===== src/rtl/core/lcm_pkg.sv =====
// Shared types and constants for the least common multiple block.
`timescale 1ns / 1ps
`default_nettype none

package lcm_pkg;

  // Operand width actually used by the datapath.
  localparam int OP_W  = 16;
  localparam int LOG_W = $clog2(OP_W);

  typedef struct packed {
    logic [15:0] first_operand;
    logic [15:0] second_operand;
  } in_item_t;

  typedef struct packed {
    logic [31:0] lcm_value;
    logic        zero_operand_error;
  } out_item_t;

  // Controller to datapath.
  typedef struct packed {
    logic load;
    logic gcd_step;
    logic div_load;
    logic div_step;
    logic mul;
  } lcm_cmd_t;

  // Datapath to controller.
  typedef struct packed {
    logic in_zero;
    logic gcd_eq;
    logic div_last;
  } lcm_sts_t;

endpackage

`default_nettype wire


===== src/rtl/core/lcm_ctrl.sv =====
// Sequencer for load, binary GCD, division, multiply and result strobe.
`timescale 1ns / 1ps
`default_nettype none

module lcm_ctrl
  import lcm_pkg::*;
(
  input  wire logic     clk,
  input  wire logic     rst_n,
  input  wire logic     start,
  output logic          busy,
  output logic          out_valid,
  output lcm_cmd_t      cmd,
  input  wire lcm_sts_t sts
);

  typedef enum logic [4:0] {
    S_IDLE = 5'b00001,
    S_GCD  = 5'b00010,
    S_DIV  = 5'b00100,
    S_MUL  = 5'b01000,
    S_DONE = 5'b10000
  } state_t;

  state_t state_r, state_nxt;

  always_ff @(posedge clk) begin
    if (!rst_n) begin
      state_r <= S_IDLE;
    end else begin
      state_r <= state_nxt;
    end
  end

  always_comb begin
    state_nxt = state_r;
    cmd       = '0;
    unique case (state_r)
      S_IDLE: begin
        if (start) begin
          cmd.load  = 1'b1;
          // a zero operand skips straight to the result
          state_nxt = sts.in_zero ? S_DONE : S_GCD;
        end
      end
      S_GCD: begin
        if (sts.gcd_eq) begin
          cmd.div_load = 1'b1;
          state_nxt    = S_DIV;
        end else begin
          cmd.gcd_step = 1'b1;
        end
      end
      S_DIV: begin
        cmd.div_step = 1'b1;
        if (sts.div_last) begin
          state_nxt = S_MUL;
        end
      end
      S_MUL: begin
        cmd.mul   = 1'b1;
        state_nxt = S_DONE;
      end
      S_DONE: begin
        state_nxt = S_IDLE;
      end
      default: begin
        state_nxt = S_IDLE;
      end
    endcase
  end

  assign busy      = (state_r != S_IDLE);
  assign out_valid = (state_r == S_DONE);

endmodule

`default_nettype wire


===== src/rtl/core/lcm_dpath.sv =====
// Datapath: binary GCD, restoring divider and final multiplier.
`timescale 1ns / 1ps
`default_nettype none

module lcm_dpath
  import lcm_pkg::*;
(
  input  wire logic     clk,
  input  wire in_item_t in_data,
  input  wire lcm_cmd_t cmd,
  output lcm_sts_t      sts,
  output out_item_t     out_data
);

  logic [OP_W-1:0]   a_in, b_in;
  logic [OP_W-1:0]   a_r, b_r;
  logic [OP_W-1:0]   u_r, u_nxt, v_r, v_nxt;
  logic [LOG_W-1:0]  k_r, k_nxt;
  logic [OP_W-1:0]   g_r;
  logic [OP_W-1:0]   rem_r, quo_r;
  logic [LOG_W-1:0]  cnt_r;
  logic [2*OP_W-1:0] prod_r;
  logic              err_r;
  logic [OP_W:0]     rem_sh, diff;

  assign a_in = OP_W'(in_data.first_operand);
  assign b_in = OP_W'(in_data.second_operand);

  assign sts.in_zero  = (a_in == '0) || (b_in == '0);
  assign sts.gcd_eq   = (u_r == v_r);
  assign sts.div_last = (cnt_r == '0);

  // One binary GCD step; the difference of two odd values is even.
  always_comb begin
    u_nxt = u_r;
    v_nxt = v_r;
    k_nxt = k_r;
    if (!u_r[0] && !v_r[0]) begin
      u_nxt = u_r >> 1;
      v_nxt = v_r >> 1;
      k_nxt = k_r + 1'b1;
    end else if (!u_r[0]) begin
      u_nxt = u_r >> 1;
    end else if (!v_r[0]) begin
      v_nxt = v_r >> 1;
    end else if (u_r > v_r) begin
      u_nxt = (u_r - v_r) >> 1;
    end else begin
      v_nxt = (v_r - u_r) >> 1;
    end
  end

  // Restoring division of a by g, one quotient bit per cycle.
  assign rem_sh = {rem_r, quo_r[OP_W-1]};
  assign diff   = rem_sh - {1'b0, g_r};

  always_ff @(posedge clk) begin
    if (cmd.load) begin
      a_r   <= a_in;
      b_r   <= b_in;
      u_r   <= a_in;
      v_r   <= b_in;
      k_r   <= '0;
      err_r <= sts.in_zero;
    end
    if (cmd.gcd_step) begin
      u_r <= u_nxt;
      v_r <= v_nxt;
      k_r <= k_nxt;
    end
    if (cmd.div_load) begin
      g_r   <= u_r << k_r;
      rem_r <= '0;
      quo_r <= a_r;
      cnt_r <= LOG_W'(OP_W - 1);
    end
    if (cmd.div_step) begin
      if (!diff[OP_W]) begin
        rem_r <= diff[OP_W-1:0];
      end else begin
        rem_r <= rem_sh[OP_W-1:0];
      end
      quo_r <= {quo_r[OP_W-2:0], ~diff[OP_W]};
      cnt_r <= cnt_r - 1'b1;
    end
    if (cmd.mul) begin
      prod_r <= {{OP_W{1'b0}}, quo_r} * {{OP_W{1'b0}}, b_r};
    end
  end

  assign out_data.lcm_value          = err_r ? 32'd0 : 32'(prod_r);
  assign out_data.zero_operand_error = err_r;

endmodule

`default_nettype wire


===== src/rtl/core/lcm_two_naturals.sv =====
// Top level of the least common multiple block.
//
// Accepts a pair of operands when start is high and busy is low, and returns
// lcm(a, b) = (a / gcd(a, b)) * b on out_data with out_valid high for exactly
// one cycle; the receiver must take it then. A zero operand gives 0 with the
// error flag set, in the cycle right after the item is taken. Otherwise an
// item passes through a binary GCD loop of one step per cycle (the number of
// steps depends on the operand values), a restoring divider, the multiply
// state and the result state. busy stays high until the result has been
// shown, so one item is in flight at a time.
`timescale 1ns / 1ps
`default_nettype none

module lcm_two_naturals
  import lcm_pkg::*;
(
  input  wire logic     clk,
  input  wire logic     rst_n,
  input  wire logic     start,
  output logic          busy,
  input  wire in_item_t in_data,
  output logic          out_valid,
  output out_item_t     out_data
);

  lcm_cmd_t cmd;
  lcm_sts_t sts;

  lcm_ctrl u_ctrl (
    .clk       (clk),
    .rst_n     (rst_n),
    .start     (start),
    .busy      (busy),
    .out_valid (out_valid),
    .cmd       (cmd),
    .sts       (sts)
  );

  lcm_dpath u_dpath (
    .clk      (clk),
    .in_data  (in_data),
    .cmd      (cmd),
    .sts      (sts),
    .out_data (out_data)
  );

endmodule

`default_nettype wire


===== config.mk =====
export PLATFORM = sky130hd
export DESIGN_NAME = lcm_two_naturals
export DESIGN_NICKNAME = d
export VERILOG_FILES = /design/src/rtl/core/lcm_pkg.sv /design/src/rtl/core/lcm_ctrl.sv /design/src/rtl/core/lcm_dpath.sv /design/src/rtl/core/lcm_two_naturals.sv
export SDC_FILE = /design/constraint.sdc
export NUM_CORES = 1
export LEC_CHECK = 0
export BUFFER_PORTS_ARGS = -buffer_cell sky130_fd_sc_hd__buf_2
export CORE_AREA = 2 2 176 178
export DETAILED_ROUTE_END_ITERATION = 8
export DIE_AREA = 0 0 178 180
export HOLD_SLACK_MARGIN = 0.05
export PLACE_DENSITY_LB_ADDON = 0.1
export REMOVE_ABC_BUFFERS = 1
export SKIP_LAST_GASP = 1
export SLEW_MARGIN = 20
export SYNTH_ARGS = -nofsm -noshare
export SYNTH_HDL_FRONTEND = slang
export SYNTH_SLANG_ARGS = --single-unit

===== constraint.sdc =====
create_clock -name clk -period 7.39 [get_ports clk]
set_input_delay 0.3695 -clock clk [delete_from_list [all_inputs] [get_ports clk]]
set_output_delay 0.3695 -clock clk [all_outputs]
set_load 0.01 [all_outputs]

==> reports/qor.yml, run 1 <==
yosys_register_bits: 158
p_switching_mw: 2.75
rows: 64
place_congestion: 0.902
area_growth_pct: 7.10
antenna_left: 0
coreArea_mm2: 0.0302
powerDensity_mw_per_mm2: 317
layout.nets: 2304
die-area_mm2: 0.0320
status: "finished, final reports clean"
worstSetupPathType: "flop to flop"
max_cap_violations: 0
ys.flop_type: "edfxtp_1"
arrival_ps: 6710
grt_pass1_vias: 13400
min_period_over_period_pct: 88.4
hold_viol: 0
async_reset_ff_share_pct: 0
wl_per_cell_um: 17.7
slew_violations: 0
fin_worst_skew_ps: 10.8
cts_made_buffers: 17
grt-ovfl-total: 0
worstPathRequired_ps: 7570
power.internal_mw: 3.29
cp-startpoint: "u_dpath.quo_r[12]"
fmax_mhz: 153
n_antenna_cell: 0
route.detailed.drc: 0
dp_cells: 2295
critPathMaxStageDelay_ps: 660
grt_antenna_before_repair: 0
portBuffers: 69
layout-drive-gt1-share_pct: 6.68
hold_path_startpoint: "in_data[7]"
routed_wl_um: 41200
die_h_um: 180
rsz0062_at_grt: "no"
vdd_ir_drop_max_v: 0.000291
dp_hpwl_um: 32400
vias_per_cell: 5.68
ys_types: 65
htree_num_levels: 4
setup_viol: 0
pin_count: 70
synth_edf_count: 153
cts_resized: 0
startpoint_type: "flop"
p_seq_share_pct: 21.3
crit_chain: "and2_1 > fa_1 > inv_1 > fa_1 > inv_1 > fa_1 > fa_1 > fa_1 > inv_1 > fa_1 > inv_1 > ha_1 > a21oi_1 > o21ai_0 > a211oi_1 > o21ai_0 > a211o_1 > a31o_2 > a21oi_1 > xnor2_1"
path_clk_slew_ps: 80
seq_area_frac_synth_pct: 26.4
r2r_start: "u_dpath.quo_r[12]"
pwr-share-comb_pct: 63.1
finish.utilization_pct: 63.1
switching_share_pct: 45.5
hold_buffers: 0
via_count: 13200
crit_fanout: 17
synth_area_mm2: 0.0178
cts_sinks: 158
crit_path_end_kind: "flop"
path_common_cell: "fa_1"
grt_use_total_pct: 26.9
final_cell_mix: "287 x inv_1, 263 x nand2_1, 197 x fa_1"
clkPwrFrac_pct: 15.5
first_pass_iters: 5
start_util_pct: 58.9
slew_headroom_pct: 33.5
cp_slowest_cell: "edfxtp_1"
worst_pin_slew_ps: 989
syn_inst: 1901
p_leak_nw: 8.73
drt_iter0_drc: 988
min_period_ps: 6530
grt_max_degree: 35
layout_commonest_cell: "inv_1"
die_w_um: 178
grt_pass1_wl_um: 67800
tritoncts: "built"
root_buffer: "clkbuf_16"
synth_warnings: 0
clk-insertion-delay-late_ps: 440
finalSetupTns_ps: 0
hp-class: "input port to flop"
instances_no_fill: 2327
avgSynthCellArea_um2: 9.36
cts_setup_buffers: 0
cts.path.max_buffers: 2
==> state kept, by name, summed over array words and instances (netlist names) <==
register,flops
u_dpath.a_r,16
u_dpath.g_r,16
u_dpath.err_r,1
u_dpath.k_r,4
u_dpath.u_r,16
u_dpath.rem_r,16
u_ctrl.state_r,5
u_dpath.b_r,16
u_dpath.cnt_r,4
u_dpath.quo_r,16
u_dpath.prod_r,32
u_dpath.v_r,16
==> worst paths after layout <==
| kind | end | slack, ps | cells after the start |
|---|---|---|---|
| worst min-delay path | u_dpath.b_r[7] | 150 | 1 |
| worst min register to register | u_dpath.quo_r[1] | 520 | 2 |
| worst max-delay path | u_dpath.prod_r[31] | 860 | 20 |
| worst max register to register | u_dpath.prod_r[31] | 860 | 20 |
==> worst max-delay path: cells and delay by family (launching register included) <==
kind            cells  cell delay (ps)
fa+ha+maj           7             3330
buf+inv             4              200
flops               1              660
xor+xnor            1               80
simple gates        1              300
compound gates      7             1710
==> metrics by stage <==
stage          setup WS, ps  power (mW)  hold WS (ps)  area [um^2]
3_5_place_dp            899        5.10           500        18400
6_report                861        6.04           152        19100
5_1_grt                 594        6.64           145        19100
2_1_floorplan          1620        4.26           468        17500
3_3_place_gp           1040        4.97           500        18400
4_1_cts                 899        6.05           137        19000
==> power groups by stage <==
stage               sequential [mW]  clock, mW  combinational [mW]
floorplan                      1.28          0                2.98
global placement               1.30          0                3.67
detailed placement             1.31          0                3.79
CTS                            1.29      0.953                3.81
global route                   1.29      0.991                4.35
finish                         1.29      0.937                3.81
==> kinds of logic (layout without fill, tap and decap cells) <==
| kind of cell | Yosys count | after routing | synth area share, % |
|---|---|---|---|
| AO/OA/AOI/OAI | 282 | 282 | 10.3 |
| XOR/XNOR | 61 | 61 | 3.00 |
| adder cells (fa/ha/maj) | 351 | 351 | 33.0 |
| buffers and inverters | 369 | 399 | 7.91 |
| flip-flops | 158 | 158 | 26.4 |
| multiplexers | 31 | 31 | 1.90 |
| AND/OR/NAND/NOR | 649 | 649 | 17.5 |
==> metal layers <==
metal | GRT usage [%] | vias to the layer above | wire, um
li1 | - | 6268 | -
met4 | 8.85 | 0 | 1230
met3 | 4.78 | 71 | 2090
met5 | 0 | - | 0
met1 | 34.9 | 6528 | 17700
met2 | 45.5 | 357 | 20200
==> final cells by class <==
class                      count  area (um^2)
fill                        2551        11100
clock buffer                  17          425
sequential                   158         4690
inverter                     288         1080
clock inverter                15          198
tap                          396          495
multi-input combinational   1374        11700
timing repair buffer          79          440
==> synth_stat cells, types with 6 or more instances <==
master,n,area share (%)
nor2_1,110,2.3
ha_1,154,11
a21o_1,28,1.2
nor3b_1,7,0.30
o21a_1,9,0.38
nand2b_1,13,0.46
fa_1,197,22
or3_1,9,0.32
nor3_1,16,0.45
a211o_1,6,0.30
inv_1,287,6.1
o21bai_1,8,0.34
a21oi_1,96,2.7
clkbuf_1,68,1.4
o21ai_0,50,1.4
a221oi_1,9,0.44
mux2i_1,27,1.5
xnor2_1,41,2.0
nand2_1,263,5.5
a31oi_1,11,0.39
and3_1,8,0.28
nor4_1,13,0.46
o211ai_1,7,0.30
xor2_1,20,0.98
edfxtp_1,153,26
a211oi_1,15,0.63
and2_1,119,4.2
nor2b_1,47,1.7
nand3_1,19,0.53
nand4_1,12,0.42
No activity file was read; power rests on OpenSTA's default activity.
==> run 2, diff against run 1 <==
--- a/config.mk
+++ b/config.mk
@@ -6,9 +6,9 @@
 export NUM_CORES = 1
 export LEC_CHECK = 0
 export BUFFER_PORTS_ARGS = -buffer_cell sky130_fd_sc_hd__buf_2
-export CORE_AREA = 2 2 176 178
+export CORE_AREA = 2 2 179 181
 export DETAILED_ROUTE_END_ITERATION = 8
-export DIE_AREA = 0 0 178 180
+export DIE_AREA = 0 0 181 183
 export HOLD_SLACK_MARGIN = 0.05
 export PLACE_DENSITY_LB_ADDON = 0.1
 export REMOVE_ABC_BUFFERS = 1
==> constraint.sdc (replaced) <==
create_clock -name clk -period 5.8 [get_ports clk]
set_input_delay 0.29 -clock clk [delete_from_list [all_inputs] [get_ports clk]]
set_output_delay 0.29 -clock clk [all_outputs]
set_load 0.01 [all_outputs]
==> reports/qor.yml, run 2 (synthesis gave the netlist of run 1 again) <==
vias_per_cell: 5.54
wl_per_cell_um: 17.6
cts_sinks: 158
die_h_um: 183
slew_violations: 0
grt-ovfl-total: 0
n_antenna_cell: 0
final_area_mm2: 0.0205
path_common_cell: "fa_1"
setup_viol: 6
crit_chain: "buf_6 > buf_4 > and2_4 > fa_1 > inv_2 > fa_1 > inv_1 > fa_1 > fa_1 > fa_1 > inv_2 > fa_1 > inv_2 > ha_4 > a21o_1 > a211o_1 > o21ai_2 > and3_4 > a21oi_4 > a31oi_4 > a311oi_2 > xor2_1"
clk-insertion-delay-late_ps: 460
finish.utilization_pct: 65.6
powerDensity_mw_per_mm2: 474
die_w_um: 181
placed_area_mm2: 0.0192
reg2reg_depth: 22
cts_made_buffers: 17
fillers: 2582
violations: "negative setup slack"
route.detailed.drc: 0
grt_pass1_vias: 14000
rows: 65
hold_viol: 0
startpoint_type: "flop"
fin_worst_skew_ps: 17.3
critical-path-top-delay-family: "adder cells"
hold_ws_ps: 75.0
reg2reg_to: "u_dpath.prod_r[30]"
r2r_slack_ps: -150
layout.nets: 2438
grt_antenna_before_repair: 0
whs_path_depth: 1
max_cap_violations: 0
tritoncts: "built"
critPathMaxStageDelay_ps: 540
dp_hpwl_um: 34800
first_pass_iters: 5
worstPathRequired_ps: 6000
final_cell_mix: "280 x inv_1, 262 x nand2_1, 189 x fa_1"
root_buffer: "clkbuf_16"
grt_pass1_wl_um: 71200
slew_headroom_pct: 38.4
min_period_over_period_pct: 103
critPathBufInv: 6
p_leak_nw: 9.43
min_period_ps: 5950
cp_slowest_cell: "fa_1"
vdd_ir_drop_max_v: 0.000538
crit_fanout: 5
path_clk_slew_ps: 80
htree_num_levels: 4
worstSetupPathType: "flop to flop"
grt_max_degree: 35
fmax_mhz: 168
drt_iter0_drc: 871
coreArea_mm2: 0.0312
worst_pin_slew_ps: 925
antenna_left: 0
grt_use_total_pct: 27.1
hold_path_startpoint: "in_data[3]"
place_congestion: 0.901
die-area_mm2: 0.0331
pin_count: 70
status: "finished, violations left"
cts.path.max_buffers: 2
rsz0062_at_grt: "yes"
r2r_start: "u_dpath.b_r[4]"
regMostFlops: "u_dpath.prod_r"
routed_wl_um: 43500
area_growth_pct: 15.2
portBuffers: 69
arrival_ps: 6150
largest_reg_flops: 32
via_count: 13700
fin_ws_ps: -150
hp-class: "input port to flop"
start_util_pct: 57.0
crit_path_end_kind: "flop"
layout_commonest_cell: "inv_1"
layout-drive-gt1-share_pct: 15.7
min_to: "u_dpath.b_r[3]"
==> run 2: cell types whose count changed in the layout (fill, tap and decap cells not counted), moves of 8 or more <==
cell	before	now
buf_4	9	125
buf_6	0	12
ha_1	154	143
a21oi_1	96	86
ha_4	0	10
and2_1	119	110
and2_4	0	9
fa_1	197	189
fa_2	0	8
==> run 2: worst max path at each step <==
stage                            from                  to  cells after the start
floorplan            u_dpath.quo_r[7]  u_dpath.prod_r[25]                     19
global placement     u_dpath.quo_r[8]  u_dpath.prod_r[22]                     20
detailed placement   u_dpath.quo_r[8]  u_dpath.prod_r[30]                     20
CTS                 u_dpath.quo_r[10]  u_dpath.prod_r[30]                     22
global route           u_dpath.b_r[4]  u_dpath.prod_r[21]                     21
finish                 u_dpath.b_r[4]  u_dpath.prod_r[30]                     22
==> run 2: area by class of cell <==
class	instances	area, um^2	share of cell area, %
Multi-Input combinational cell	1374	12100	59.0
Sequential cell	158	4690	22.9
Timing Repair Buffer	213	1500	7.34
Inverter	288	1080	5.27
Tap cell	402	503	2.45
Clock buffer	17	425	2.08
Clock inverter	15	193	0.940
==> run 2: per-stage QoR <==
stage               std cells  setup TNS (ps)  setup slack, ps  total power [mW]
detailed placement       2398           -3310             -529              7.09
global placement         2398           -2410             -425              6.95
floorplan                1820               0             34.1              5.42
CTS                      2459           -24.8            -15.8              8.78
global route             2467           -1960             -303              10.5
finish                   2467            -514             -150              9.71
==> run 2: timing repair <==
item,CTS,global route
setup buffers,25,8
hold buffers,4,0
endpoints found under the hold margin,4,0
gates resized for setup,39,60
endpoints found under the setup margin,10,15
pin swaps,29,37
==> run 2: routing by layer <==
metal	routed length [um]	global-route usage (%)	vias up
met2	20800	46.2	362
met5	0	0	-
li1	-	-	6536
met3	1980	3.63	91
met4	1560	9.98	0
met1	19200	35.7	6676
==> run 2: power breakdown <==
part / switching, mW / total, mW / leakage, nW / internal (mW)
clock network: 0.559 / 1.22 / 0.300 / 0.658
logic: 3.66 / 6.88 / 7.70 / 3.21
registers: 0.0663 / 1.61 / 1.43 / 1.55
==> run 3, diff against run 2 <==
--- a/config.mk
+++ b/config.mk
@@ -11,7 +11,9 @@
 export DIE_AREA = 0 0 181 183
 export HOLD_SLACK_MARGIN = 0.05
 export PLACE_DENSITY_LB_ADDON = 0.1
+export RECOVER_POWER = 50
 export REMOVE_ABC_BUFFERS = 1
+export SETUP_SLACK_MARGIN = 0.5
 export SKIP_LAST_GASP = 1
 export SLEW_MARGIN = 20
 export SYNTH_ARGS = -nofsm -noshare
==> reports/qor.yml, run 3 (synthesis gave the netlist of run 1 again) <==
clk-insertion-delay-late_ps: 450
instances_no_fill: 2487
crit_path_end_kind: "flop"
place_congestion: 0.901
finish.utilization_pct: 66.4
path_clk_slew_ps: 80
p_switching_mw: 4.51
cts.path.max_buffers: 2
cts_sinks: 158
grt_pass1_wl_um: 72000
rows: 65
hold_viol: 0
dp_cells: 2398
p_seq_share_pct: 15.6
powerDensity_mw_per_mm2: 498
n_antenna_cell: 0
final_cell_mix: "272 x inv_1, 254 x nand2_1, 190 x fa_1"
startpoint_type: "flop"
arrival_ps: 6050
layout.nets: 2458
grt_use_met1_pct: 35.8
hold_ws_ps: 99.0
worstPathRequired_ps: 6000
grt_use_total_pct: 27.4
fin_worst_skew_ps: 15.3
max_cap_violations: 1
coreArea_mm2: 0.0312
setup_viol: 3
grt_antenna_before_repair: 0
antenna_left: 0
die_h_um: 183
die-area_mm2: 0.0331
htree_num_levels: 4
fin_ws_ps: -57.3
min_period_ps: 5860
cp-startpoint: "u_dpath.b_r[4]"
critPathMaxStageDelay_ps: 530
portBuffers: 69
use_met2_pct: 46.9
area_growth_pct: 16.6
power.internal_mw: 5.82
path_common_cell: "fa_1"
slew_violations: 33
slew_headroom_pct: -22.5
grt-ovfl-total: 0
worstSetupPathType: "flop to flop"
cp_slowest_cell: "fa_1"
layout_commonest_cell: "inv_1"
placed_area_mm2: 0.0192
reg2reg_to: "u_dpath.prod_r[30]"
crit_chain: "buf_6 > buf_4 > and2_4 > fa_1 > inv_1 > fa_1 > inv_1 > fa_1 > fa_1 > fa_1 > inv_1 > fa_1 > inv_2 > ha_4 > a21o_1 > a211o_1 > o21ai_2 > and3_4 > a21oi_2 > a31oi_2 > a311oi_1 > xor2_1"
layout-drive-gt1-share_pct: 14.6
vdd_ir_drop_max_v: 0.000514
status: "finished, violations left"
grt_pass1_vias: 14100
clkPwrFrac_pct: 11.8
r2r_slack_ps: -60
reg2reg_depth: 22
regMostFlops: "u_dpath.prod_r"
drt_iter0_drc: 871
grt.busiest_layer: "met2"
r2r_start: "u_dpath.b_r[4]"
largest_reg_flops: 32
violations: "max-capacitance violations, max-slew violations, negative setup slack"
fmax_mhz: 171
dp_hpwl_um: 34800
routed_wl_um: 44300
first_pass_iters: 5
vias_per_cell: 5.55
crit_fanout: 4
via_count: 13800
pin_count: 70
hp-class: "input port to flop"
hold_path_startpoint: "rst_n"
min_to: "u_ctrl.state_r[2]"
start_util_pct: 57.0
wl_per_cell_um: 17.8
grt_max_degree: 35
fillers: 2599
worst_pin_slew_ps: 1840
whs_path_depth: 2
pwr-share-comb_pct: 72.6
root_buffer: "clkbuf_16"
switching_share_pct: 43.7
die_w_um: 181
min_period_over_period_pct: 101
tritoncts: "built"
route.detailed.drc: 0
p_leak_nw: 9.34
cts_made_buffers: 17
rsz0062_at_grt: "yes"
final_area_mm2: 0.0207
grtUsageMet3_pct: 4.01
run 3: layout make-up:
cell class | count | area, um^2 | share of cell area [%]
well taps | 402 | 503 | 2.42
multi-input cells | 1374 | 12200 | 58.8
repair buffers | 233 | 1640 | 7.91
inverters | 288 | 1080 | 5.21
clock inverters | 15 | 193 | 0.929
flip-flops and latches | 158 | 4690 | 22.6
clock buffers | 17 | 425 | 2.05
run 3: layer usage:
metal / vias to the layer above / routed length, um
met5: - / 0
met4: 0 / 1550
met3: 89 / 2100
met2: 365 / 21300
met1: 6760 / 19300
li1: 6578 / -
run 3: how the worst max path moves through the flow:
stage	to	slack (ps)
global placement	u_dpath.prod_r[22]	-430
global route	u_dpath.prod_r[21]	-220
CTS	u_dpath.prod_r[30]	-0.9
finish	u_dpath.prod_r[30]	-60
detailed placement	u_dpath.prod_r[30]	-530
floorplan	u_dpath.prod_r[25]	30
run 3: worst max-delay path: cells and delay by family, from the launching register on:
| family | cells | cell delay, ps |
|---|---|---|
| flops | 1 | 420 |
| compound gates | 6 | 1050 |
| buf+inv | 6 | 480 |
| xor+xnor | 1 | 180 |
| simple gates | 2 | 370 |
| fa+ha+maj | 7 | 3130 |
run 3: power by group through the flow:
stage / sequential (mW) / clock [mW] / combinational [mW]
2_1_floorplan: 1.63 / 0 / 3.80
3_3_place_gp: 1.64 / 0 / 5.31
3_5_place_dp: 1.64 / 0 / 5.45
4_1_cts: 1.61 / 1.23 / 6.77
5_1_grt: 1.62 / 1.28 / 8.26
6_report: 1.61 / 1.22 / 7.50
run 3: stage by stage:
step | power, mW | worst slack [ps] | setup TNS, ps
final | 10.3 | -57.3 | -81.5
after global placement | 6.95 | -425 | -2410
after global routing | 11.2 | -219 | -1300
after detailed placement | 7.09 | -529 | -3310
after floorplan | 5.42 | 34.1 | 0
after CTS | 9.62 | -0.863 | -0.863
run 3: repair_timing:
action,CTS,global route
buffers inserted,38,15
endpoints found under the hold margin,4,0
pin swaps,48,42
setup endpoints to repair,17,19
gates resized for setup,111,43
hold buffers,4,0
